File: config.mk
export PLATFORM = sky130hd
export DESIGN_NAME = fpa_div_step
export DESIGN_NICKNAME = d
export VERILOG_FILES = /design/src/hdl/fpa_pkg.sv /design/src/hdl/fpa_div_step.sv
export SDC_FILE = /design/constraint.sdc
export NUM_CORES = 1
export LEC_CHECK = 0
export BUFFER_PORTS_ARGS = -buffer_cell sky130_fd_sc_hd__buf_2
export CAP_MARGIN = 40
export CORE_ASPECT_RATIO = 2
export CORE_MARGIN = 3
export CORE_UTILIZATION = 44
export CTS_BUF_LIST = sky130_fd_sc_hd__clkbuf_2 sky130_fd_sc_hd__clkbuf_4 sky130_fd_sc_hd__clkbuf_8
export DETAILED_ROUTE_END_ITERATION = 16
export PLACE_DENSITY_LB_ADDON = 0.05
export REMOVE_ABC_BUFFERS = 1
export SLEW_MARGIN = 25
export SYNTH_ARGS = -nofsm -noshare
export SYNTH_HDL_FRONTEND = slang
export SYNTH_SLANG_ARGS = --single-unit
File: constraint.sdc
create_clock -name clk_i -period 4.3 [get_ports clk_i]
set_clock_uncertainty 0.05 [all_clocks]
set_input_delay 0.43 -clock clk_i [delete_from_list [all_inputs] [get_ports clk_i]]
set_output_delay 0.43 -clock clk_i [all_outputs]
set_load 0.01 [all_outputs]
File: src/hdl/fpa_pkg.sv
// ----------------------------------------------------------------------------
// fpa_pkg: shared types for the fixed-point ALU
// Operation codes and the control group that travels down the pipeline.
// ----------------------------------------------------------------------------
`default_nettype none

package fpa_pkg;

  // Operation codes carried in the cmd field
  typedef enum logic [3:0] {
    CMD_ADD      = 4'd0,
    CMD_SUB      = 4'd1,
    CMD_MUL      = 4'd2,
    CMD_DIV      = 4'd3,
    CMD_MIN      = 4'd4,
    CMD_MAX      = 4'd5,
    CMD_INC      = 4'd6,
    CMD_DEC      = 4'd7,
    CMD_TO_INT   = 4'd8,
    CMD_FROM_INT = 4'd9
  } cmd_e;

  // Per-beat control bits that ride along with the datapath
  typedef struct packed {
    logic is_div;  // beat is a divide, result comes from the quotient
    logic q_neg;   // operand signs differ, negate the quotient magnitude
    logic dz;      // divide with a zero divisor
    logic less;    // operand_a < operand_b, signed
    logic equal;   // operand_a == operand_b
  } ctl_t;

  localparam int unsigned DataW = 32;

endpackage : fpa_pkg

`default_nettype wire

File: src/hdl/fpa_div_step.sv
// ----------------------------------------------------------------------------
// fpa_div_step: one restoring-division stage
// Shifts one dividend bit into the partial remainder and retires one
// quotient bit into the low end of the shared dividend/quotient word.
// ----------------------------------------------------------------------------
`default_nettype none

module fpa_div_step #(
  parameter int unsigned QW = 40
) (
  input  wire logic          clk_i,
  input  wire logic          rst_ni,
  input  wire logic          in_valid_i,
  output logic               in_ready_o,
  input  wire fpa_pkg::ctl_t ctl_i,
  input  wire logic [31:0]   res_i,
  input  wire logic [31:0]   rem_i,
  input  wire logic [QW-1:0] nq_i,
  input  wire logic [31:0]   dvs_i,
  output logic               out_valid_o,
  input  wire logic          out_ready_i,
  output fpa_pkg::ctl_t      ctl_o,
  output logic [31:0]        res_o,
  output logic [31:0]        rem_o,
  output logic [QW-1:0]      nq_o,
  output logic [31:0]        dvs_o
);

  logic            v_q;
  logic            en;
  fpa_pkg::ctl_t   ctl_q;
  logic [31:0]     res_q;
  logic [31:0]     rem_q, rem_d;
  logic [QW-1:0]   nq_q, nq_d;
  logic [31:0]     dvs_q;
  logic [32:0]     rem_sh;
  logic [32:0]     rem_sub;
  logic            ge;

  assign en         = !v_q || out_ready_i;
  assign in_ready_o = en;

  // trial subtract of the divisor from the shifted remainder
  assign rem_sh  = {rem_i, nq_i[QW-1]};
  assign ge      = (rem_sh >= {1'b0, dvs_i});
  assign rem_sub = rem_sh - {1'b0, dvs_i};
  assign rem_d   = ge ? rem_sub[31:0] : rem_sh[31:0];
  assign nq_d    = {nq_i[QW-2:0], ge};

  always_ff @(posedge clk_i or negedge rst_ni) begin
    if (!rst_ni) begin
      v_q <= 1'b0;
    end else if (en) begin
      v_q <= in_valid_i;
    end
  end

  always_ff @(posedge clk_i) begin
    if (en) begin
      ctl_q <= ctl_i;
      res_q <= res_i;
      rem_q <= rem_d;
      nq_q  <= nq_d;
      dvs_q <= dvs_i;
    end
  end

  assign out_valid_o = v_q;
  assign ctl_o       = ctl_q;
  assign res_o       = res_q;
  assign rem_o       = rem_q;
  assign nq_o        = nq_q;
  assign dvs_o       = dvs_q;

endmodule : fpa_div_step

`default_nettype wire

# After elaboration in Yosys (flattened, before gate mapping)
# Cells that the tools add are included.
word_totals:
  ff_bits: 142
op_classes:
  add_sub_neg: 1
  n_mux: 1
  reduce_logical: 2
  n_lt_le_gt_ge: 1
op_table:
  columns: ["cell", "n"]
  rows:
  - ["$ge A33 B32 Y1", 1]
  - ["$mux W32", 1]
  - ["$sub A32 B32 Y32", 1]
  - ["$logic_not A1 Y1", 1]
  - ["$logic_or A1 B1 Y1", 1]

# Depth between registers and ports, before layout
logic_depth:
  depth_word: 2
  depth_mapped: 13

# Least setup slack after synthesis
# No wires, ideal clock.
synth_path:
  path_type: "input-to-reg"
  startpoint: "in out_ready_i"
  endpoint: "reg ctl_q (netlist bit ctl_o[0]) (enable)"
  setup_time_ps: 530
  path_stages: 1
  path_buffers: 0
  setup_slack_ps: -196
  arrival_time_ps: 3916
  cell_sequence: "nand2b_1"
synth_between:
  elab_chain_cells: 1
synth_rtl:
  columns: ["item", "line", "rtl"]
  rows:
  - ["start: declaration", "fpa_div_step.sv:21", "input wire logic out_ready_i,"]
  - ["$logic_or A1 B1 Y1", "fpa_div_step.sv:40", "assign en = !v_q || out_ready_i;"]
  - ["end signal: assignment", "fpa_div_step.sv:60", "ctl_q <= ctl_i;"]
  - ["end: declaration", "fpa_div_step.sv:31", "fpa_pkg::ctl_t ctl_q;"]
# Every way passes these cells.
# A chain may end at the register's enable or synchronous reset.

# Final worst setup path
layout_path:
  startpoint: "in nq_i[39]"
  endpoint: "reg rem_q[30] (netlist: rem_o[30]) (data pin)"
layout_between:
  elab_chain_cells: 2
  word_cells_on_any_way: 3
  cone_classes: "1 x add/sub; 1 x order compare; 1 x mux"
layout_rtl:
  columns: ["item", "line", "rtl"]
  rows:
  - ["start: declaration", "fpa_div_step.sv:18", "input wire logic [QW-1:0] nq_i,"]
  - ["$sub A32 B32 Y32 or $ge A33 B32 Y1 (tied branches)", "fpa_div_step.sv:46, fpa_div_step.sv:45", null]
  - ["$mux W32 *", "fpa_div_step.sv:47", "assign rem_d = ge ? rem_sub[31:0] : rem_sh[31:0];"]
  - ["net rem_d[30]", "fpa_div_step.sv:33", "logic [31:0] rem_q, rem_d;"]
  - ["end signal: assignment", "fpa_div_step.sv:62", "rem_q <= rem_d;"]
  - ["end: declaration", "fpa_div_step.sv:33", null]
# The timed path passes the listed nets; every way through them passes the cells marked *.

==> out/qor_table.md <==
| Quantity | Value | Unit |
|:---|:---|:---|
| Cell taking the most area after synthesis | sky130_fd_sc_hd__edfxtp_1 | - |
| Commonest cells in the synthesized netlist | 141 x sky130_fd_sc_hd__edfxtp_1, 56 x sky130_fd_sc_hd__a21oi_1, 38 x sky130_fd_sc_hd__inv_1, 35 x sky130_fd_sc_hd__nor2_1, 32 x sky130_fd_sc_hd__ha_1 | - |
| Highest cell delay on the worst timing path | 0.40 | ns |
| Critical path data required time | 4.44 | ns |
| Share of the cycle needed by the critical path after routing | 0.750 | - |
| Final nets | 963 | - |
| Post-Synthesis Cells | 489 | - |
| Launch instance of the worst register-to-register path | out_valid_o | - |
| Start point of the worst min-delay path | res_i[20] | - |
| Summed instance area of the synthesized netlist | 0.00648 | sq mm |
| Buffer and inverter count on the worst path | 3 | - |
| Num rows | 62 | - |
| I/O pin cnt | 288 | - |
| Residual overflow from global routing | 0 | - |
| Maximum fanout count along the critical path | 4 | - |
| # diodes | 0 | - |
| Post-synth EDFFs | 141 | - |
| Worst-path cell with the longest stage delay | sky130_fd_sc_hd__fa_1 | - |
| Number of remaining DRC errors | 0 | - |
| Die Outline Area | 0.0163 | sq mm |
| Detailed-route wire length | 17100 | um |
| Clock tree buffer depth | 2 | - |
| Endpoints failing hold | 0 | - |
| Number of global-route vias before repair | 5054 | - |
| Endpoint kind of the worst setup timing path | flop | - |
| Most numerous cell in the Yosys netlist | sky130_fd_sc_hd__edfxtp_1 | - |
| Std-Cell Core Area | 0.0144 | sq mm |
| Mean instance size in the synthesized netlist | 13.3 | sq um |
| Worst R2R Setup Slack | 2.61 | ns |
| Slew at the pin closest to its max-slew limit | 0.546 | ns |
| Number of cells traversed by the worst register-to-register path | 3 | - |
| Initial DRT Pass Iterations | 5 | - |
| Starting density of the core | 0.449 | - |
| WP data arrival | 3.37 | ns |
| Detailed-route via count | 4965 | - |
| Setup-violating endpoint count in the final report | 0 | - |
| CTS tree | done | - |
| Dominant register cell in the synthesized netlist | sky130_fd_sc_hd__edfxtp_1 | - |
| Pins over their slew limit | 0 | - |
| Crit Path Class | input port to flop | - |
| Share of synthesized registers carrying an async set or reset | 0.00704 | - |
| Clock sinks | 142 | - |
| Top cell family by delay on the critical path | compound AO/OA/AOI/OAI gates | - |
| Post-layout instance count excluding filler cells | 990 | - |
| Share of layout cells above drive strength 1 | 0.421 | - |
| Standby leakage power | 0.00384 | uW |
| Global routing usage summed across all routing layers | 0.208 | - |
| Worst Hold End | res_o[20] | - |
| Startpoint types | input port | - |
| F_max | 310 | MHz |
| Outcome | finished clean | - |
| Wire length of the first global-routing pass | 25900 | um |
| Count of nets left with antenna violations after detail routing | 0 | - |
| Later-pin clock latency in the skew report | 0.43 | ns |
| Initial detailed-routing violation count | 269 | - |
| Routed length per placed instance | 17.3 | um |
| Y dimension of the die | 178 | um |
| Inst Count DP | 956 | - |
| Max-capacitance violation count | 0 | - |
| H-tree lvl count | 4 | - |
| Setup repair after global routing missed its margin | false | - |
| List of cells traversed by the critical path | buf_2 > inv_1 > ha_1 > fa_1 > nand2b_1 > a21oi_1 > o21ai_0 > buf_4 > o311a_1 > a31oi_1 > a21oi_1 > o41ai_1 > xor2_1 > mux2_1 | - |
| Class of the worst hold path | input port to flop | - |
| Largest net degree at the start of global routing | 64 | - |
| Hold-critical path depth | 1 | - |
| Cell area power density | 402 | mW/mm^2 |
| Final critical delay including setup and external delays | 3.22 | ns |
| FF-to-FF End | nq_o[10] | - |
| Sequential-to-total area share from yosys stat | 0.657 | - |
| Largest cells by area after synthesis | sky130_fd_sc_hd__edfxtp_1 65%, sky130_fd_sc_hd__ha_1 6.2%, sky130_fd_sc_hd__a21oi_1 4.3% | - |
| Final estimated routing congestion in global placement | 0.801 | - |
| Yosys warns | 0 | - |
| Number of antenna violations at the first check in global routing | 0 | - |
| Most frequent cell on the critical path | sky130_fd_sc_hd__a21oi_1 | - |
| Overall Power | 3450 | uW |
| Post-synth cell types | 49 | - |
| Area growth from synthesis to layout | 32.2 | % |
| Register bit count reported by yosys | 142 | - |
| Post_cts resized | 0 | - |
| Die X | 91.8 | um |
| Clock Root Buffer | sky130_fd_sc_hd__clkbuf_8 | - |
| Clock input transition at the sequential cells of the worst setup and hold paths | 0.08 | ns |
| Peak ir drop on the vdd network | 198 | uV |
| Ratio of routed vias to standard cells | 5.02 | - |
| Relative slew slack | 0.634 | - |
| Number of input and output port buffers inserted | 287 | - |
| Share of the synthesized area in the top cell type | 0.653 | - |
| Half-perimeter wire length of the detailed placement result | 13400 | um |
| Total CTS buffers | 17 | - |
## through the flow
| step | cell area [sq um] | utilization | setup WS [ns] | setup TNS [ns] | hold slack, ns |
|---|---|---|---|---|---|
| 3_3_place_gp | 8150 | 0.565 | 0.692 | 0 | 0.155 |
| 6_report | 8570 | 0.594 | 1.08 | 0 | 0.111 |
| 5_1_grt | 8570 | 0.594 | 0.910 | 0 | 0.0718 |
| 4_1_cts | 8540 | 0.592 | 1.12 | 0 | 0.0742 |
| 3_5_place_dp | 8150 | 0.565 | 0.650 | 0 | 0.157 |
| 2_1_floorplan | 6390 | - | -0.196 | -27.81 | 0.0844 |
## metal layers
layer / vias to the layer above / share of wire / routed length [um] / GRT usage
met1: 2327 / 0.33 / 5600 / 0.196
met4: 0 / 0.024 / 418 / 0.0875
li1: 2406 / - / - / -
met5: - / 0 / 0 / 0
met3: 28 / 0.057 / 978 / 0.0505
met2: 204 / 0.59 / 10100 / 0.414
## logic make-up (layout without fill, tap and decap cells)
| kind of cell | after synthesis | in the layout | share of synthesized area |
|---|---|---|---|
| multiplexers | 11 | 11 | 0.0189 |
| AO/OA/AOI/OAI | 119 | 119 | 0.113 |
| adder cells (fa/ha/maj) | 33 | 33 | 0.0649 |
| flip-flops | 142 | 142 | 0.657 |
| XOR/XNOR | 27 | 27 | 0.0365 |
| buffers and inverters | 56 | 365 | 0.0359 |
| AND/OR/NAND/NOR | 101 | 101 | 0.0737 |
## what timing repair did
item / CTS / global route
hold buffers: 1 / 0
endpoints found under the setup margin: 0 / 0
endpoints found under the hold margin: 1 / 0
buffers inserted: 0 / 0
## placed cells by master (no fill, tap or decap), types with 3 or more instances in the layout
| master | instances |
|---|---|
| sky130_fd_sc_hd__buf_2 | 287 |
| sky130_fd_sc_hd__nand3_1 | 8 |
| sky130_fd_sc_hd__nand4_1 | 8 |
| sky130_fd_sc_hd__xnor2_1 | 15 |
| sky130_fd_sc_hd__xor2_1 | 12 |
| sky130_fd_sc_hd__o21a_1 | 6 |
| sky130_fd_sc_hd__a211oi_1 | 3 |
| sky130_fd_sc_hd__edfxtp_1 | 141 |
| sky130_fd_sc_hd__nor2_1 | 35 |
| sky130_fd_sc_hd__ha_1 | 32 |
| sky130_fd_sc_hd__o211ai_1 | 4 |
| sky130_fd_sc_hd__mux2_1 | 4 |
| sky130_fd_sc_hd__inv_1 | 38 |
| sky130_fd_sc_hd__clkinvlp_4 | 4 |
| sky130_fd_sc_hd__buf_4 | 4 |
| sky130_fd_sc_hd__clkbuf_8 | 17 |
| sky130_fd_sc_hd__nand2b_1 | 4 |
| sky130_fd_sc_hd__nand2_1 | 26 |
| sky130_fd_sc_hd__a21o_1 | 12 |
| sky130_fd_sc_hd__mux2_2 | 6 |
| sky130_fd_sc_hd__nor2b_1 | 3 |
| sky130_fd_sc_hd__nor4_1 | 4 |
| sky130_fd_sc_hd__a31oi_1 | 5 |
| sky130_fd_sc_hd__o21bai_1 | 3 |
| sky130_fd_sc_hd__o21ai_0 | 16 |
| sky130_fd_sc_hd__a21oi_1 | 56 |
## state kept, by name, summed over array words and instances, names as in the netlist
signal,cells
ctl_o,5
dvs_o,32
nq_o,40
out_valid_o,1
rem_o,32
res_o,32
## worst max-delay path by stage
stage,startpoint,endpoint,slack [ns],cells past startpoint
after detailed placement,nq_i[39],rem_o[30],0.65,14
after CTS,nq_i[39],rem_o[30],1.12,14
after floorplan,out_ready_i,ctl_o[0],-0.20,1
final,nq_i[39],rem_o[30],1.08,14
after global placement,nq_i[39],rem_o[30],0.69,14
after global routing,nq_i[39],rem_o[30],0.91,14
## final cells by class
| type | instances | area (sq um) |
|---|---|---|
| sequential | 142 | 4260 |
| inverter | 38 | 143 |
| fill | 1241 | 5860 |
| clock buffer | 19 | 249 |
| clock inverter | 13 | 139 |
| timing repair buffer | 295 | 1540 |
| tap | 192 | 240 |
| multi-input combinational | 291 | 2000 |
## report_power, final
group,switching [uW],internal [uW]
Clock,514,528
Combinational,399,291
Sequential,30.4,1680
Total,943,2500
No activity file was read; power rests on OpenSTA's default activity.
