## src/hdl/fpa_pkg.sv

```systemverilog
// ----------------------------------------------------------------------------
// fpa_pkg: shared types for the fixed-point ALU
// Operation codes and the control group that travels down the pipeline.
// ----------------------------------------------------------------------------
`default_nettype none

package fpa_pkg;

  // Operation codes carried in the cmd field
  typedef enum logic [3:0] {
    CMD_ADD      = 4'd0,
    CMD_SUB      = 4'd1,
    CMD_MUL      = 4'd2,
    CMD_DIV      = 4'd3,
    CMD_MIN      = 4'd4,
    CMD_MAX      = 4'd5,
    CMD_INC      = 4'd6,
    CMD_DEC      = 4'd7,
    CMD_TO_INT   = 4'd8,
    CMD_FROM_INT = 4'd9
  } cmd_e;

  // Per-beat control bits that ride along with the datapath
  typedef struct packed {
    logic is_div;  // beat is a divide, result comes from the quotient
    logic q_neg;   // operand signs differ, negate the quotient magnitude
    logic dz;      // divide with a zero divisor
    logic less;    // operand_a < operand_b, signed
    logic equal;   // operand_a == operand_b
  } ctl_t;

  localparam int unsigned DataW = 32;

endpackage : fpa_pkg

`default_nettype wire

```

## src/hdl/fpa_front.sv

```systemverilog
// ----------------------------------------------------------------------------
// fpa_front: decode, compare, multiply and divider setup
// Two register stages: the first holds the simple results, the raw product
// and the divider magnitudes; the second scales the product toward zero.
// ----------------------------------------------------------------------------
`default_nettype none

module fpa_front #(
  parameter int unsigned FRAC_BITS = 8,
  parameter int unsigned QW        = 32 + FRAC_BITS
) (
  input  wire logic               clk_i,
  input  wire logic               rst_ni,
  input  wire logic               in_valid_i,
  output logic                    in_ready_o,
  input  wire logic [3:0]         cmd_i,
  input  wire logic signed [31:0] a_i,
  input  wire logic signed [31:0] b_i,
  output logic                    out_valid_o,
  input  wire logic               out_ready_i,
  output fpa_pkg::ctl_t           ctl_o,
  output logic [31:0]             res_o,
  output logic [QW-1:0]           nq_o,
  output logic [31:0]             dvs_o
);

  localparam logic signed [63:0] RndAdd = (64'sd1 <<< FRAC_BITS) - 64'sd1;

  // stage one registers
  logic                 v1_q;
  logic                 is_mul1_q, is_mul1_d;
  logic signed [63:0]   prod1_q, prod1_d;
  logic [31:0]          simple1_q, simple1_d;
  fpa_pkg::ctl_t        ctl1_q, ctl1_d;
  logic [QW-1:0]        nq1_q, nq1_d;
  logic [31:0]          dvs1_q, dvs1_d;

  // stage two registers
  logic                 v2_q;
  logic [31:0]          res2_q, res2_d;
  fpa_pkg::ctl_t        ctl2_q;
  logic [QW-1:0]        nq2_q;
  logic [31:0]          dvs2_q;

  logic                 en1, en2;
  logic [31:0]          abs_a, abs_b;
  logic signed [63:0]   mul_adj;
  fpa_pkg::cmd_e        cmd;

  // a stage moves when it is empty or the next one moves
  assign en2        = !v2_q || out_ready_i;
  assign en1        = !v1_q || en2;
  assign in_ready_o = en1;

  assign cmd   = fpa_pkg::cmd_e'(cmd_i);
  assign abs_a = a_i[31] ? (~a_i + 32'd1) : a_i;
  assign abs_b = b_i[31] ? (~b_i + 32'd1) : b_i;

  // stage one: compares, simple ops, product, divider magnitudes
  always_comb begin
    ctl1_d.less   = (a_i < b_i);
    ctl1_d.equal  = (a_i == b_i);
    ctl1_d.is_div = (cmd == fpa_pkg::CMD_DIV);
    ctl1_d.q_neg  = a_i[31] ^ b_i[31];
    ctl1_d.dz     = (cmd == fpa_pkg::CMD_DIV) && (b_i == 32'sd0);
    is_mul1_d     = (cmd == fpa_pkg::CMD_MUL);
    prod1_d       = 64'(a_i) * 64'(b_i);
    nq1_d         = {abs_a, {FRAC_BITS{1'b0}}};
    dvs1_d        = abs_b;
    case (cmd)
      fpa_pkg::CMD_ADD:      simple1_d = a_i + b_i;
      fpa_pkg::CMD_SUB:      simple1_d = a_i - b_i;
      fpa_pkg::CMD_MIN:      simple1_d = (a_i > b_i) ? b_i : a_i;
      fpa_pkg::CMD_MAX:      simple1_d = (a_i < b_i) ? b_i : a_i;
      fpa_pkg::CMD_INC:      simple1_d = a_i + 32'sd1;
      fpa_pkg::CMD_DEC:      simple1_d = a_i - 32'sd1;
      fpa_pkg::CMD_TO_INT:   simple1_d = a_i >>> FRAC_BITS;
      fpa_pkg::CMD_FROM_INT: simple1_d = a_i << FRAC_BITS;
      default:               simple1_d = 32'd0;
    endcase
  end

  // stage two: product divided by 2^FRAC_BITS, truncated toward zero
  assign mul_adj = prod1_q + (prod1_q[63] ? RndAdd : 64'sd0);
  always_comb begin
    res2_d = simple1_q;
    if (is_mul1_q) begin
      res2_d = 32'(mul_adj >>> FRAC_BITS);
    end
  end

  // valid bits
  always_ff @(posedge clk_i or negedge rst_ni) begin
    if (!rst_ni) begin
      v1_q <= 1'b0;
      v2_q <= 1'b0;
    end else begin
      if (en1) v1_q <= in_valid_i;
      if (en2) v2_q <= v1_q;
    end
  end

  // payload
  always_ff @(posedge clk_i) begin
    if (en1) begin
      is_mul1_q <= is_mul1_d;
      prod1_q   <= prod1_d;
      simple1_q <= simple1_d;
      ctl1_q    <= ctl1_d;
      nq1_q     <= nq1_d;
      dvs1_q    <= dvs1_d;
    end
    if (en2) begin
      res2_q <= res2_d;
      ctl2_q <= ctl1_q;
      nq2_q  <= nq1_q;
      dvs2_q <= dvs1_q;
    end
  end

  assign out_valid_o = v2_q;
  assign ctl_o       = ctl2_q;
  assign res_o       = res2_q;
  assign nq_o        = nq2_q;
  assign dvs_o       = dvs2_q;

endmodule : fpa_front

`default_nettype wire

```

## config.mk

```make
export PLATFORM = sky130hd
export DESIGN_NAME = fpa_front
export DESIGN_NICKNAME = d
export VERILOG_FILES = /design/src/hdl/fpa_pkg.sv /design/src/hdl/fpa_front.sv
export SDC_FILE = /design/constraint.sdc
export NUM_CORES = 2
export LEC_CHECK = 0
export ABC_AREA = 1
export BUFFER_PORTS_ARGS = -buffer_cell sky130_fd_sc_hd__buf_2
export CAP_MARGIN = 20
export CORE_UTILIZATION = 55
export CTS_BUF_LIST = sky130_fd_sc_hd__clkbuf_2 sky130_fd_sc_hd__clkbuf_4 sky130_fd_sc_hd__clkbuf_8
export DETAILED_ROUTE_END_ITERATION = 6
export GPL_ROUTABILITY_DRIVEN = 0
export PLACE_DENSITY = 0.72
export SYNTH_ARGS = -nofsm -noshare
export SYNTH_HDL_FRONTEND = slang
export SYNTH_SLANG_ARGS = --single-unit
```

## constraint.sdc

```tcl
create_clock -name clk_i -period 6.99 [get_ports clk_i]
set_input_delay 1.398 -clock clk_i [delete_from_list [all_inputs] [get_ports clk_i]]
set_output_delay 1.398 -clock clk_i [all_outputs]
set_load 0.05 [all_outputs]
```

; After elaboration in Yosys (flattened, before gate mapping)
; Index checks and enable logic that the tools add are counted.
[totals]
output_inout_bits = 111
elab_cells = 59
input_bits = 72
ff_bits = 269
[classes]
add_sub_neg = 7
mux = 7
mul = 1
reduce_logical = 7
n_bitwise = 3
n_eq_ne = 10
magnitude_cmp = 2
[ops]
columns = cell, n
row1 = one-hot mux 32 bit (8 select lines), 1
row2 = two-way mux 32 bit, 3
row3 = adder 32 x 1 -> 32 bit (second input constant), 2
row4 = multiplier 32 x 32 -> 64 bit, 1
row5 = inverter 32 bit, 2
row6 = two-way mux 31 bit, 2
row7 = adder 40 x 9 -> 40 bit, 1
row8 = adder 32 x 2 -> 32 bit (second input constant), 1
row9 = adder 32 bit, 1
row10 = == test 32 bit, 1
row11 = > comparator 32 bit, 1
row12 = zero test 32 bit, 1
row13 = < comparator 32 bit, 1
row14 = subtractor 32 x 2 -> 32 bit (second input constant), 1
row15 = subtractor 32 bit, 1
row16 = == test 4 x 3 -> 1 bit (second input constant), 4
row17 = == test 4 x 2 -> 1 bit (second input constant), 2
row18 = == test 4 bit (second input constant), 2
row19 = two-way mux 8 bit, 1
row20 = == test 4 x 1 -> 1 bit (second input constant), 1
row21 = zero test 4 bit, 1
row22 = zero test 1 bit, 2
row23 = logical OR 1 bit, 2
row24 = logical AND 1 bit, 1
row25 = bitwise XOR 1 bit, 1

; Depth between registers and ports, before layout
[logic_depth]
ltp_word = 3
ltp_mapped = 31
mapped_depth_nobuf = 29

; Least setup slack after synthesis
; Ideal clock, no wire load.
[synth_path]
path_kind = input-to-reg
from = input a_i[31]
to = register prod1_q[63], data pin
path_stages = 30
arrival_time_ns = 8.333
path_slack_ns = -1.599
setup_time_ns = 0.256
cell_sequence = clkbuf_1 > clkbuf_1 > clkbuf_1 > nand2_1 > inv_1 > fa_1 > inv_1 > fa_1 > inv_1 > fa_1 > fa_1 > inv_1 > fa_1 > inv_1 > fa_1 > inv_1 > fa_1 > fa_1 > inv_1 > ha_1 > nand2_1 > inv_1 > nand3_1 > nor3_1 > nand2_1 > nor2_1 > nand2_1 > nand3_1 > o21bai_1 > nand2_1
[synth_via]
elab_chain_cells = 1
[synth_rtl]
columns = element, line_no
row1 = from (decl), fpa_front.sv:17  ; input wire logic signed [31:0] a_i,
row2 = multiplier 32 x 32 -> 64 bit, fpa_front.sv:67  ; prod1_d = 64'(a_i) * 64'(b_i);
row3 = net prod1_d[63], fpa_front.sv:32  ; logic signed [63:0] prod1_q, prod1_d;
row4 = to (signal assigned), fpa_front.sv:107  ; prod1_q <= prod1_d;
row5 = to (decl), fpa_front.sv:32
; The timed path passes the listed nets, and every way through them passes these cells.
; A chain may end at the register's enable or synchronous reset.

; Final worst setup path
[layout_path]
from = input a_i[28]
to = register prod1_q[63], data pin
; Same word-level chain as after synthesis.

==> impl_table.tex <==
\begin{tabular}{lr}
\hline
Metric & Value \\
\hline
\multicolumn{2}{l}{\textbf{Floorplan}} \\
\quad Area of the core region & roughly 97000 um\^{}2 \\
\quad Starting density of the core & 55.5\% \\
\quad FP Rows & around 110 \\
\quad Horizontal die dimension & 314 um \\
\quad Ports placed on the boundary & between 150 and 200 \\
\quad Overall die area & around 99000 um\^{}2 \\
\quad DIE HEIGHT & 314 um \\
\multicolumn{2}{l}{\textbf{Outcome}} \\
\quad Violated checks & DRC, setup timing \\
\quad Status & complete, but fails checks \\
\multicolumn{2}{l}{\textbf{Global routing}} \\
\quad Antenna violations before repair & 9 \\
\quad Via count of the first global-routing pass & 48.8k \\
\quad Largest net degree at the start of global routing & 74 \\
\quad Wire length of the first global-routing pass & 279000 um \\
\quad Total congestion overflow & 0 \\
\quad Global-route usage over all layers & 37.6\% \\
\multicolumn{2}{l}{\textbf{Worst setup path}} \\
\quad Crit Path Class & in2reg \\
\quad CP delay by family, top & adder cells \\
\quad Sum of buffers and inverters on the critical path & 9 \\
\quad Max FO, Critical Path & 14 \\
\quad Kind of launch point of the worst setup path & primary input \\
\quad Delay of the slowest cell on the worst path & $\sim$0.56 ns \\
\quad Kind of capture point of the worst setup path & flop \\
\quad Data required time of the worst path & approximately 7.4 ns \\
\quad Most numerous cell on the critical path & sky130\_fd\_sc\_hd\_\_fa\_1 \\
\quad Slowest cell on the critical path & sky130\_fd\_sc\_hd\_\_fa\_1 \\
\quad CP Data Arrival Time & around 8.1 ns \\
\multicolumn{2}{l}{\textbf{Clock network}} \\
\quad Clock transition time at the flip-flop clock pins of the worst setup and hold paths & $\sim$0.07 ns \\
\quad Total CTS buffers & 40 \\
\quad Hold buffer count at CTS & 0 \\
\quad Clock latency at the later pin of the worst-skew pair & around 0.66 ns \\
\quad Clock tree from TritonCTS & done \\
\quad Count of H-tree levels built during CTS & 2 \\
\quad Number of buffers on the longest clock path & 3 \\
\quad Sinks on Clock Net & around 250 \\
\quad Cell at the root of the clock tree & sky130\_fd\_sc\_hd\_\_clkbuf\_8 \\
\multicolumn{2}{l}{\textbf{Layout}} \\
\quad Utilization of the core after routing & between 60\% and 70\% \\
\quad Most common cell after layout, fill and taps aside & sky130\_fd\_sc\_hd\_\_inv\_1 \\
\quad Area of combinational cells with multiple inputs & between 40000 and 50000 um\^{}2 \\
\quad Most used cells in the layout excluding fill and tap cells & 1673 x sky130\_fd\_sc\_hd\_\_inv\_1, 1538 x sky130\_fd\_sc\_hd\_\_nand2\_1, 1028 x sky130\_fd\_sc\_hd\_\_fa\_1 \\
\quad Growth of design area from synthesis to finish & 19.8\% \\
\quad Sequential standard cell area & 7380 um\^{}2 \\
\quad Filler Cells Inserted & around 7.5k \\
\quad Total number of nets in the final design & 8678 \\
\quad Fraction of layout instances using a drive strength above 1 & between 10\% and 20\% \\
\multicolumn{2}{l}{\textbf{Logic synthesis}} \\
\quad Fraction of synthesis flops using an asynchronous set or reset pin & less than 1\% \\
\quad Sequential fraction of the synthesis area & approximately 14\% \\
\quad Most area-consuming cells after synthesis & sky130\_fd\_sc\_hd\_\_fa\_1 40\%, sky130\_fd\_sc\_hd\_\_edfxtp\_1 14\%, sky130\_fd\_sc\_hd\_\_inv\_1 12\%, sky130\_fd\_sc\_hd\_\_nand2\_1 11\%, sky130\_fd\_sc\_hd\_\_ha\_1 6.7\% \\
\quad Dominant register cell in the synthesized netlist & sky130\_fd\_sc\_hd\_\_edfxtp\_1 \\
\quad Count of unique library cells instantiated by Yosys & 56 \\
\quad Post-Syn Area per Cell & 8.11 um\^{}2 \\
\quad Yosys top cell area share & approximately two fifths \\
\quad Count of yosys warnings during synthesis & 0 \\
\quad Post-synth EDFFs & between 200 and 250 \\
\quad Cells after Synth & around 6.6k \\
\quad FF+latch count, synth & between 200 and 250 \\
\quad Library cell with the largest summed area after synthesis & sky130\_fd\_sc\_hd\_\_fa\_1 \\
\quad Cell area after synthesis & between 50000 and 60000 um\^{}2 \\
\multicolumn{2}{l}{\textbf{Timing}} \\
\quad Final min period & a little under 8 ns \\
\quad Slew at the pin closest to its max-slew limit & $\sim$1 ns \\
\quad Maximum achievable frequency & roughly 130 MHz \\
\quad Worst relative slew slack & between 30\% and 40\% \\
\quad Ratio of final minimum period to clock period & 110\% \\
\quad RSZ-0062 raised after global routing & true \\
\quad Post-layout worst setup margin & -0.702 ns \\
\quad Sum of negative setup slack & -6.15 ns \\
\quad Final setup fails & 21 \\
\quad Worst Skew & roughly 0.026 ns \\
\quad Max-slew violations & 0 \\
\quad Final Hold Fails & 0 \\
\multicolumn{2}{l}{\textbf{Detailed routing}} \\
\quad DR iter-0 viols & $\sim$5.8k \\
\quad DR pass1 iterations & 7 \\
\quad Vias & between 40k and 50k \\
\quad Number of design rule violations left after detail routing & 573 \\
\quad Final antenna-violating net count & 0 \\
\quad Per-cell routed wire length & around 22 um \\
\quad Vias per cell & 5.54 \\
\quad Aggregate routed wire length & 185000 um \\
\multicolumn{2}{l}{\textbf{Placement}} \\
\quad Input/output buffers & 174 \\
\quad DP Wirelength & between 150000 and 200000 um \\
\multicolumn{2}{l}{\textbf{Worst hold path}} \\
\quad Tightest Hold Check Type & reg2reg \\
\multicolumn{2}{l}{\textbf{Job}} \\
\quad Max-cap viol count & 0 \\
\hline
\end{tabular}
-- repair_timing --
item / 4_1_cts / 5_1_grt
buffers inserted: 43 / 52
pin swaps: 207 / 168
gates cloned: 3 / 4
gates resized for setup: 262 / 212
endpoints found under the setup margin: 23 / 24
-- logic make-up after synthesis --
| kind of cell | Yosys count | synth area share (%) |
|---|---|---|
| AND/OR/NAND/NOR | 2339 | 17.6 |
| buffers and inverters | 2073 | 14.6 |
| other | 1 | 0.00700 |
| AO/OA/AOI/OAI | 453 | 4.70 |
| XOR/XNOR | 125 | 2.04 |
| flip-flops | 246 | 13.8 |
| adder cells (fa/ha/maj) | 1372 | 47.2 |
-- worst register-to-register path: stages (launching register included) --
cell and delay [ns]:
sky130_fd_sc_hd__edfxtp_1 0.63, sky130_fd_sc_hd__ha_1 0.53, sky130_fd_sc_hd__nand2_1 0.18, sky130_fd_sc_hd__nor2_1 0.18
sky130_fd_sc_hd__nand4_1 0.14, sky130_fd_sc_hd__o211ai_2 0.35, sky130_fd_sc_hd__inv_1 0.10, sky130_fd_sc_hd__nor2_1 0.59
sky130_fd_sc_hd__nand2_1 0.14, sky130_fd_sc_hd__xnor2_1 0.20, sky130_fd_sc_hd__nand2_1 0.08, sky130_fd_sc_hd__nand2_1 0.06
-- cell type report --
cell class	instances	share of cell area [%]
multi-input combinational	4297	62.4
inverter	1770	10.4
sequential	246	11.5
clock buffer	54	1.05
clock inverter	18	0.263
timing repair buffer	879	11.9
antenna	10	0.0390
tap	1276	2.49
-- synthesized netlist by cell type (all sizes together) (13+ instances only) --
master / instances
fa: 1084
o211ai: 13
nand2: 1633
clkbuf: 249
nor4: 16
a21o: 14
inv: 1762
buf: 54
o21ai: 175
nand3: 192
nor3: 54
o22ai: 17
nand4: 53
nor2: 366
a31oi: 18
xor2: 99
a21oi: 167
edfxtp: 244
xnor2: 26
o21bai: 24
ha: 288
-- sequential cells by signal, summed over array words and instances, names as in the netlist --
signal	cells
ctl_o	5
nq1_q	32
v1_q	1
dvs1_q	32
ctl1_q	5
nq_o	32
simple1_q	32
dvs_o	32
out_valid_o	1
prod1_q	41
is_mul1_q	1
res_o	32
-- final timing paths --
| path | start | end | slack (ns) | depth (start not counted) |
|---|---|---|---|---|
| worst min-delay path | nq1_q[18] | nq_o[18] | 0.40 | 0 |
| worst max register to register | prod1_q[63] | res_o[20] | 3.55 | 11 |
| worst max-delay path | a_i[28] | prod1_q[63] | -0.70 | 26 |
| worst min register to register | nq1_q[18] | nq_o[18] | 0.40 | 0 |
| max in group asynchronous | rst_ni | out_valid_o | 6.35 | 1 |
| min in group asynchronous | rst_ni | v1_q | 0.54 | 1 |
-- metrics by stage --
step | hold slack (ns) | setup slack [ns] | cell area [um^2] | std cells
3_3_place_gp | 0.401 | -1.56 | 60700 | 8372
3_5_place_dp | 0.405 | -1.55 | 60700 | 8372
5_1_grt | 0.412 | -0.852 | 64200 | 8545
2_1_floorplan | 0.400 | -0.928 | 55300 | 6616
6_report | 0.396 | -0.702 | 64200 | 8550
4_1_cts | 0.402 | -0.592 | 62900 | 8488
-- per-layer routing --
layer,global-route usage (%),part of all wire [%],up-vias
met1,46.4,35,22752
met2,59.0,44,3125
met5,1.26,0.081,-
met4,22.9,8.6,6
met3,10.1,12,907
li1,-,-,20566
Power is not shown: default switching activity piles up to over one toggle a cycle in this logic, so the estimate is an artifact.
