$ cat config.mk
export PLATFORM = sky130hd
export DESIGN_NAME = fpa_back
export DESIGN_NICKNAME = d
export VERILOG_FILES = /design/src/hdl/fpa_pkg.sv /design/src/hdl/fpa_back.sv
export SDC_FILE = /design/constraint.sdc
export NUM_CORES = 1
export LEC_CHECK = 0
export ABC_AREA = 1
export ABC_CLOCK_PERIOD_IN_PS = 1850
export CAP_MARGIN = 20
export CORE_ASPECT_RATIO = 1.5
export CORE_MARGIN = 10
export CORE_UTILIZATION = 45
export CTS_CLUSTER_SIZE = 25
export DETAILED_ROUTE_END_ITERATION = 16
export DONT_BUFFER_PORTS = 1
export SLEW_MARGIN = 20
export SYNTH_ARGS = -nofsm -noshare
export SYNTH_HDL_FRONTEND = slang
export SYNTH_SLANG_ARGS = --single-unit
$ cat constraint.sdc
create_clock -name clk_i -period 1.85 [get_ports clk_i]
set_clock_uncertainty 0.05 [all_clocks]
set_input_delay 0.0925 -clock clk_i [delete_from_list [all_inputs] [get_ports clk_i]]
set_output_delay 0.0925 -clock clk_i [all_outputs]
set_load 0.005 [all_outputs]
$ cat src/hdl/fpa_pkg.sv
// ----------------------------------------------------------------------------
// fpa_pkg: shared types for the fixed-point ALU
// Operation codes and the control group that travels down the pipeline.
// ----------------------------------------------------------------------------
`default_nettype none

package fpa_pkg;

  // Operation codes carried in the cmd field
  typedef enum logic [3:0] {
    CMD_ADD      = 4'd0,
    CMD_SUB      = 4'd1,
    CMD_MUL      = 4'd2,
    CMD_DIV      = 4'd3,
    CMD_MIN      = 4'd4,
    CMD_MAX      = 4'd5,
    CMD_INC      = 4'd6,
    CMD_DEC      = 4'd7,
    CMD_TO_INT   = 4'd8,
    CMD_FROM_INT = 4'd9
  } cmd_e;

  // Per-beat control bits that ride along with the datapath
  typedef struct packed {
    logic is_div;  // beat is a divide, result comes from the quotient
    logic q_neg;   // operand signs differ, negate the quotient magnitude
    logic dz;      // divide with a zero divisor
    logic less;    // operand_a < operand_b, signed
    logic equal;   // operand_a == operand_b
  } ctl_t;

  localparam int unsigned DataW = 32;

endpackage : fpa_pkg

`default_nettype wire

$ cat src/hdl/fpa_back.sv
// ----------------------------------------------------------------------------
// fpa_back: result select and output register
// Applies the quotient sign, forces zero on a zero divisor and holds the
// finished beat until the downstream side takes it.
// ----------------------------------------------------------------------------
`default_nettype none

module fpa_back (
  input  wire logic          clk_i,
  input  wire logic          rst_ni,
  input  wire logic          in_valid_i,
  output logic               in_ready_o,
  input  wire fpa_pkg::ctl_t ctl_i,
  input  wire logic [31:0]   res_i,
  input  wire logic [31:0]   quo_i,
  output logic               out_valid_o,
  input  wire logic          out_ready_i,
  output logic [31:0]        result_o,
  output logic               a_less_o,
  output logic               a_equal_o,
  output logic               div_by_zero_o
);

  logic        v_q;
  logic        en;
  logic [31:0] result_q, result_d;
  logic        less_q, equal_q, dz_q;

  assign en         = !v_q || out_ready_i;
  assign in_ready_o = en;

  // pick the quotient for divides, signed and zeroed as needed
  always_comb begin
    result_d = res_i;
    if (ctl_i.is_div) begin
      if (ctl_i.dz) begin
        result_d = 32'd0;
      end else if (ctl_i.q_neg) begin
        result_d = ~quo_i + 32'd1;
      end else begin
        result_d = quo_i;
      end
    end
  end

  always_ff @(posedge clk_i or negedge rst_ni) begin
    if (!rst_ni) begin
      v_q <= 1'b0;
    end else if (en) begin
      v_q <= in_valid_i;
    end
  end

  always_ff @(posedge clk_i) begin
    if (en) begin
      result_q <= result_d;
      less_q   <= ctl_i.less;
      equal_q  <= ctl_i.equal;
      dz_q     <= ctl_i.dz;
    end
  end

  assign out_valid_o   = v_q;
  assign result_o      = result_q;
  assign a_less_o      = less_q;
  assign a_equal_o     = equal_q;
  assign div_by_zero_o = dz_q;

  // a zero divisor always yields a zero result
  assert property (@(posedge clk_i) disable iff (!rst_ni)
    (v_q && dz_q) |-> (result_q == 32'd0))
    else $error("fpa_back: divide by zero with nonzero result");

  // less and equal are exclusive
  assert property (@(posedge clk_i) disable iff (!rst_ni)
    v_q |-> !(less_q && equal_q))
    else $error("fpa_back: less and equal both set");

  // a held beat keeps its contents while the receiver stalls
  assert property (@(posedge clk_i) disable iff (!rst_ni)
    (v_q && !out_ready_i) |=> (v_q && $stable(result_q) && $stable(dz_q)))
    else $error("fpa_back: stalled result changed");

endmodule : fpa_back

`default_nettype wire

### Word-level counts from Yosys, hierarchy flattened

Index checks and enable logic that the tools add are counted.

| operators by class | value |
|---|---|
| add/subtract/negate cells | 1 |
| mux-type cells | 3 |
| bitwise logic cells | 1 |
| reduce and logical (&&, ||, !) cells | 2 |

Operators by type and width:

| cell | number |
|---|---|
| 32-bit 2-to-1 mux | 3 |
| 32-bit by 1-bit adder with 32-bit output, second input constant | 1 |
| 32-bit NOT | 1 |
| 1-bit logical NOT | 1 |
| 1-bit logical OR | 1 |

| storage, ports and cells | value |
|---|---|
| output and inout bits | 37 |
| bits in registers | 36 |
| word-level logic and storage cells | 12 |

### Logic depth before layout (Yosys ltp)

Gate-level depths: netlist of the first run.

| logic depth | value |
|---|---|
| depth after elaboration | 5 |
| mapped depth | 10 |
| depth with buffers taken out | 10 |

### Least setup slack after synthesis of the first run

OpenSTA, ideal clock, no wires.

| timing path | value |
|---|---|
| path kind | register -> register |
| start point | register v_q (netlist: out_valid_o) |
| end point | register equal_q (netlist: a_equal_o) (enable) |
| arrival time | 1.187 ns |
| library setup time | 0.395 ns |
| buffers on the path | 0 |
| slack | 0.218 ns |
| stages on the path, launching flop included | 2 |
| cells stage by stage | dfrtp_1 -> nand2_1 |

| on the way | value |
|---|---|
| longest elaborated chain between the ends | 2 |

Ends and longest elaborated chain:

| item | line | RTL |
|---|---|---|
| from (decl) | fpa_back.sv:24 | `logic v_q;` |
| from (signal assigned) | fpa_back.sv:50 | `v_q <= in_valid_i;` |
| 1-bit logical NOT | fpa_back.sv:29 | `assign en = !v_q \|\| out_ready_i;` |
| 1-bit logical OR | fpa_back.sv:29 |  |
| net in_ready_o | fpa_back.sv:12 | `output logic in_ready_o,` |
| to (signal assigned) | fpa_back.sv:58 | `equal_q <= ctl_i.equal;` |
| to (decl) | fpa_back.sv:27 | `logic less_q, equal_q, dz_q;` |

The timed path passes the listed nets, and every way through them passes these cells.
A chain may end at the register's enable or synchronous reset.

### Worst setup path after layout of the first run

| timing path | value |
|---|---|
| start point | input quo_i[1] |
| end point | register result_q[20] (netlist: result_o[20]) (data pin) |

| on the way | value |
|---|---|
| longest elaborated chain between the ends | 5 |

Ends and longest elaborated chain:

| item | line | RTL |
|---|---|---|
| from (decl) | fpa_back.sv:15 | `input wire logic [31:0] quo_i,` |
| 32-bit NOT | fpa_back.sv:39 | `result_d = ~quo_i + 32'd1;` |
| 32-bit by 1-bit adder with 32-bit output | fpa_back.sv:39 |  |
| 32-bit 2-to-1 mux | fpa_back.sv:38 | `end else if (ctl_i.q_neg) begin` |
| 32-bit 2-to-1 mux | fpa_back.sv:36 | `if (ctl_i.dz) begin` |
| 32-bit 2-to-1 mux | fpa_back.sv:35 | `if (ctl_i.is_div) begin` |
| net result_d[20] | fpa_back.sv:26 | `logic [31:0] result_q, result_d;` |
| to (signal assigned) | fpa_back.sv:56 | `result_q <= result_d;` |
| to (decl) | fpa_back.sv:26 |  |

The timed path passes the listed nets, and every way through them passes these cells.

==> qor.txt, run 1 <==
Status -> finished, violations left
Failing checks -> hold timing
Area of the multi-input gates -> 0.00132 mm2
Clock root buffer master -> clkbuf_8
Worst Setup End Kind -> flip-flop
DRT antenna net count -> 0
Total Wirelength -> 8080 um
Fillers -> 558
CTS Buffer Depth -> 2
Critical path type -> primary input to flip-flop
Critical path buffers and inverters -> 2
Die area -> 0.00921 mm2
Delay-heaviest family, CP -> buffers and inverters
Congestion Overflow GR -> 0
CP startpoint kind -> primary input
Area grow syn2layout -> 23.8%
Clk sinks -> 36
Remaining DRCs -> 0
Worst EP required -> 1.84 ns
Gpl congestion -> 0.842
Row Count -> 33
Reg2Reg Depth -> 2
H-tree levels -> 2
Layout Utilization -> 57.6%
Layout cells sized above 1 -> 14.6%
Synth cell types -> 32
Initial Util -> 46.5%
Clock slew at reported path FFs -> 0.08 ns
Worst min path class -> primary input to flip-flop
Post-synthesis async set-or-reset flop share -> 2.78%
Worst hold slack -> -0.0000498 ns
Register area -> 0.00108 mm2
Avg WL per Cell -> 17.8 um
Final non-filler cell total -> 453
Die Y -> 113 um
Max capacitance violation total -> 0
Slew HR -> 73.3%
Mapped cell area -> 0.00257 mm2
Final layout net count -> 456
Synth Instances -> 335
Final Critical Period -> 1.65 ns
Total number of vias -> 2417
VDD IR max -> 0.323 mV
Critical path's most frequent cell -> nand2_2
All-Layer GR Usage -> 17.4%
PD cells -> 620 mW/mm2
CP Data Arrival Time -> 1.64 ns
Final setup vio count -> 0
Port bufs -> 0
Final Hold Viols -> 1
Worst path max stage delay -> 0.57 ns
Core area -> 0.00553 mm2
Chip Width -> 81.8 um
Hold depth -> 3
Period utilisation layout -> 89.0%
Placed Cells incl. Taps -> 400
Number of synthesized flops with an enable pin -> 35
Avg Synthesized Cell Area -> 7.69 um2
Top_reg_cell synth -> edfxtp_1
Logic pwr share -> 19.1%
Top Ports -> 110
Sequential Power Share -> 52.4%
CTS Buf Count -> 5
Cell internal pwr -> 1.42 mW
Antenna violations before repair -> 0
Max FO, Critical Path -> 7
Largest net degree at the start of global routing -> 38
Vias per cell -> 5.34
Synthesized flop and latch total -> 36
TritonRoute pass-1 iters -> 4
Critical Path, Cell by Cell -> inv_1 -> ha_1 -> nand3_1 -> nand2_2 -> nand2_4 -> nor2_8 -> nand2_2 -> nor2_1 -> o21ai_1 -> dlygate4sd3_1
DP Worst Slack -> 0.441 ns
Final WS setup -> 0.204 ns
First-pass GRT wire length -> 12400 um
Least-Margin Pin Slew -> 0.396 ns
Number of synthesis warnings -> 0
Sequential cell area fraction in the yosys report -> 41.8%
Clk Latency, worst-skew pair -> 0.29 ns
Final Slew Violations -> 0
Switching share of power -> 28.3%
Vias in the first global route -> 2478
DP HPWL -> 6180 um
CTS tree -> done
Critical path depth in cells -> 10
Ant diodes -> 0
Syn_nets -> 409
Setup TNS -> 0 ns
Post-CTS Resized -> 0
Initial drt markers -> 164
Clock power share -> 28.5%
Sw Pwr -> 559 uW
Slowest cell on crit path -> dlygate4sd3_1
Fmax -> 0.608 GHz
Unrepaired setup endpoints after global routing -> false
Total power -> 1.98 mW
P_leak -> 1.33 nW
## cell type report
| type | count | share of cell area [%] |
|---|---|---|
| Tap cell | 70 | 2.75 |
| Multi-Input combinational cell | 256 | 41.3 |
| Inverter | 35 | 4.20 |
| Sequential cell | 36 | 33.8 |
| Clock buffer | 5 | 2.16 |
| Timing Repair Buffer | 48 | 15.2 |
| Clock inverter | 3 | 0.589 |
## path summary, 6_finish.rpt
| kind | start | end | slack (ns) |
|---|---|---|---|
| worst min-delay path | quo_i[24] | result_o[24]$_DFFE_PP_ | -0.00005 |
| min in group asynchronous | rst_ni | out_valid_o$_DFFE_PN0P_ | 0.50 |
| worst min register to register | out_valid_o$_DFFE_PN0P_ | out_valid_o$_DFFE_PN0P_ | 0.71 |
| max in group asynchronous | rst_ni | out_valid_o$_DFFE_PN0P_ | 1.15 |
| worst max-delay path | quo_i[1] | result_o[20]$_DFFE_PP_ | 0.20 |
| worst max register to register | out_valid_o$_DFFE_PN0P_ | result_o[21]$_DFFE_PP_ | 0.75 |
## power by group through the flow
| stage | clock [mW] | combinational [mW] | sequential (mW) |
|---|---|---|---|
| CTS | 0.581 | 0.378 | 1.04 |
| global route | 0.608 | 0.425 | 1.04 |
| global placement | 0 | 0.292 | 1.06 |
| floorplan | 0 | 0.244 | 1.04 |
| detailed placement | 0 | 0.296 | 1.06 |
| finish | 0.564 | 0.377 | 1.03 |
## layout by cell type, fill, tap and decap left out, types with 2 or more instances in the layout
cell,count
nand2_1,99
dlygate4sd3_1,45
edfxtp_1,35
nand3_1,33
inv_1,28
nor2_1,23
o21ai_0,19
o21ai_1,17
nor2_2,10
nand2_2,10
nand4_1,9
a21oi_1,8
inv_2,6
nor2_4,5
nor3_1,5
clkbuf_8,5
nand3_2,4
nand2_4,4
clkinv_2,2
buf_4,2
## kinds of logic (layout without fill, tap and decap cells)
family,count (synthesis),after routing,synth area share (%)
XOR/XNOR,1,1,0.340
AND/OR/NAND/NOR,205,205,39.4
flip-flops,36,36,41.8
adder cells (fa/ha/maj),1,1,0.486
AO/OA/AOI/OAI,49,49,10.9
buffers and inverters,43,91,7.14
## per-stage QoR
| stage | hold WS [ns] | cell area [um2] |
|---|---|---|
| after floorplan | -0.253 | 2570 |
| after global placement | -0.253 | 2650 |
| after detailed placement | -0.253 | 2650 |
| after CTS | 0.0000626 | 3180 |
| after global routing | 0.00775 | 3190 |
| final | -0.0000498 | 3190 |
## registers in the layout, summed over array words and instances, names as in the netlist
| register | flops |
|---|---|
| a_equal_o | 1 |
| div_by_zero_o | 1 |
| a_less_o | 1 |
| out_valid_o | 1 |
| result_o | 32 |
## per-layer routing
layer  vias up  track usage [%]  wire, um
met5         -                0         0
met1      1101             17.4      2850
met4         0             6.83       231
li1       1212                -         -
met2        92             30.0      4150
met3        12             7.83       852
## worst reg2reg max path, delay by kind of cell (launching register included)
| family | cells | cell delay [ns] |
|---|---|---|
| buf+inv | 1 | 0.22 |
| flops | 1 | 0.41 |
| simple gates | 1 | 0.10 |
## cells in the mapped netlist (2+ instances only)
cell	count	area, um2
a21oi_1	8	40.0
nand2_2	9	56.3
nand4_1	9	56.3
edfxtp_1	35	1050
o21ai_0	19	95.1
nand3_1	33	165
nand2_1	100	375
nor3_1	5	25.0
o21ai_1	17	85.1
inv_1	28	105
buf_4	2	15.0
nor2_1	23	86.3
inv_2	6	22.5
clkbuf_1	3	11.3
nand2_4	4	45.0
nand3_2	4	40.0
nor2_4	5	56.3
nor2_2	10	62.6
buf_2	2	10.0
## repair_timing
item                                   in CTS  in global routing
buffers inserted                            0                  0
hold buffers                               44                  1
endpoints found under the hold margin      37                  1
(Power assumes the default switching activity.)
==> inputs of run 2 (changes only) <==
CAP_MARGIN = 0   (was 20)
CORE_UTILIZATION = 51   (was 45)
PLACE_DENSITY = 0.66   (was unset)
==> qor.txt, run 2 (same netlist as run 1, synthesis figures left out) <==
Clock slew at reported path FFs -> 0.08 ns (about the same)
Commonest cells after routing, fill and taps aside -> nand2_1 (100), dlygate4sd3_1 (44), edfxtp_1 (35), nand3_1 (33), inv_1 (28)
Setup TNS -> 0 ns (unchanged)
Total number of vias -> 2392 (-1.0%)
Core area -> 0.00485 mm2 (-12%)
CTS Buffer Depth -> 2 (unchanged)
Vias per cell -> 5.33 (-0.15%)
Avg WL per Cell -> 17.8 um (-0.45%)
CTS tree -> done
Post-CTS Resized -> 0 (unchanged)
Worst path max stage delay -> 0.55 ns (-0.02 ns)
Final setup vio count -> 0 (unchanged)
Remaining DRCs -> 0 (unchanged)
H-tree levels -> 2 (unchanged)
# hold bufs at CTS -> 44 (unchanged)
Largest net degree at the start of global routing -> 38 (unchanged)
Critical path's most frequent cell -> nand3_1
Layout cells sized above 1 -> 14.6% (unchanged)
Max capacitance violation total -> 0 (unchanged)
PD cells -> 664 mW/mm2 (+7.1%)
Final Critical Period -> 1.62 ns (-0.0250 ns)
Row Count -> 31 (-6.1%)
Total Wirelength -> 7970 um (-1.3%)
CP startpoint kind -> primary input
Critical path type -> primary input to flip-flop
TritonRoute pass-1 iters -> 4 (unchanged)
Die area -> 0.00835 mm2 (-9.3%)
Slowest cell on crit path -> dlygate4sd3_1
Total setup buffers inserted after CTS -> 0 (unchanged)
Status -> finished clean
DRT antenna net count -> 0 (unchanged)
Vias in the first global route -> 2528 (+2.0%)
Final Hold Viols -> 0 (-1)
Critical Path, Cell by Cell -> inv_1 -> ha_1 -> nand3_1 -> nand2_2 -> nand3_4 -> nor2_4 -> nand3b_1 -> nand3_1 -> nand2_1 -> dlygate4sd3_1
CP Data Arrival Time -> 1.62 ns (-0.02 ns)
Register-to-register setup slack -> 0.72 ns (-0.03 ns)
Worst Setup End Kind -> flip-flop
Clk sinks -> 36 (unchanged)
Total power -> 2.13 mW (+7.5%)
Clock root buffer master -> clkbuf_8
Ant diodes -> 0 (unchanged)
Final layout net count -> 456 (unchanged)
Unrepaired setup endpoints after global routing -> false
Port bufs -> 0 (unchanged)
CTS Buf Count -> 5 (unchanged)
Gpl congestion -> 0.898 (+6.6%)
Initial drt markers -> 145 (-12%)
Max FO, Critical Path -> 5 (-2)
Slew HR -> 76.7% (+3.4 points)
Final Slew Violations -> 0 (unchanged)
Congestion Overflow GR -> 0 (unchanged)
P_leak -> 1.34 nW (+0.53%)
Antenna violations before repair -> 0 (unchanged)
Clk Latency, worst-skew pair -> 0.29 ns (about the same)
Least-Margin Pin Slew -> 0.348 ns (-0.0482 ns)
Die Y -> 107 um (-5.0%)
Most common cell after layout, fill and taps aside -> nand2_1
Worst EP required -> 1.85 ns (about the same)
VDD IR max -> 0.407 mV (+26%)
Area grow syn2layout -> 24.3%
Worst min path class -> primary input to flip-flop
Top Ports -> 110 (unchanged)
Initial Util -> 53.1% (+6.6 points)
All-Layer GR Usage -> 19.2% (+1.8 points)
Period utilisation layout -> 87.6% (-1.3 points)
DP HPWL -> 6130 um (-0.92%)
Chip Width -> 78.0 um (-4.6%)
Fmax -> 0.617 GHz (+1.5%)
First-pass GRT wire length -> 12800 um (+2.8%)
Largest register FFs -> 32 (unchanged)
-- run 2: path summary, 6_finish.rpt --
check                                              from                 endpoint  depth (start not counted)
worst min register to register  out_valid_o$_DFFE_PN0P_  out_valid_o$_DFFE_PN0P_                          3
worst max register to register  out_valid_o$_DFFE_PN0P_   result_o[13]$_DFFE_PP_                          2
worst min-delay path                          quo_i[29]   result_o[29]$_DFFE_PP_                          3
worst max-delay path                           quo_i[1]   result_o[30]$_DFFE_PP_                         10
max in group asynchronous                        rst_ni  out_valid_o$_DFFE_PN0P_                          2
min in group asynchronous                        rst_ni  out_valid_o$_DFFE_PN0P_                          2
-- run 2: through the flow --
stage	worst slack, ns	hold WS (ns)	instance area (um2)	instances	utilization [%]
final	0.229	0.00201	3200	449	66.0
after global routing	0.0728	0.00631	3200	449	66.0
after CTS	0.242	0.00182	3200	449	66.0
after detailed placement	0.450	-0.253	2650	397	54.7
after global placement	0.491	-0.253	2650	397	54.7
after floorplan	0.218	-0.253	2570	335	-
-- run 2: worst max-delay path: cells and delay by family --
kind | cells | cell delay, ns
buf+inv | 2 | 0.61
fa+ha+maj | 1 | 0.19
simple gates | 7 | 0.72
-- run 2: power by group --
group / switching (mW) / leakage (nW) / internal, mW
Sequential: 0.0452 / 0.375 / 0.989
Combinational: 0.210 / 0.910 / 0.165
Clock: 0.316 / 0.0541 / 0.399
Total: 0.571 / 1.34 / 1.55
-- run 2: metal layers --
layer	share of wire, %	vias to the layer above	global-route usage, %
met3	10	17	8.78
li1	-	1211	-
met2	54	83	35.9
met4	3.1	0	7.97
met5	0	-	0
met1	32	1081	17.3
-- run 2: cell type report --
class                      instances  area (um2)
clock buffer                       5        68.8
tap                               66        82.6
inverter                          35         134
multi-input combinational        256        1320
clock inverter                     3        42.5
fill                             425        1650
sequential                        36        1080
timing repair buffer              48         483
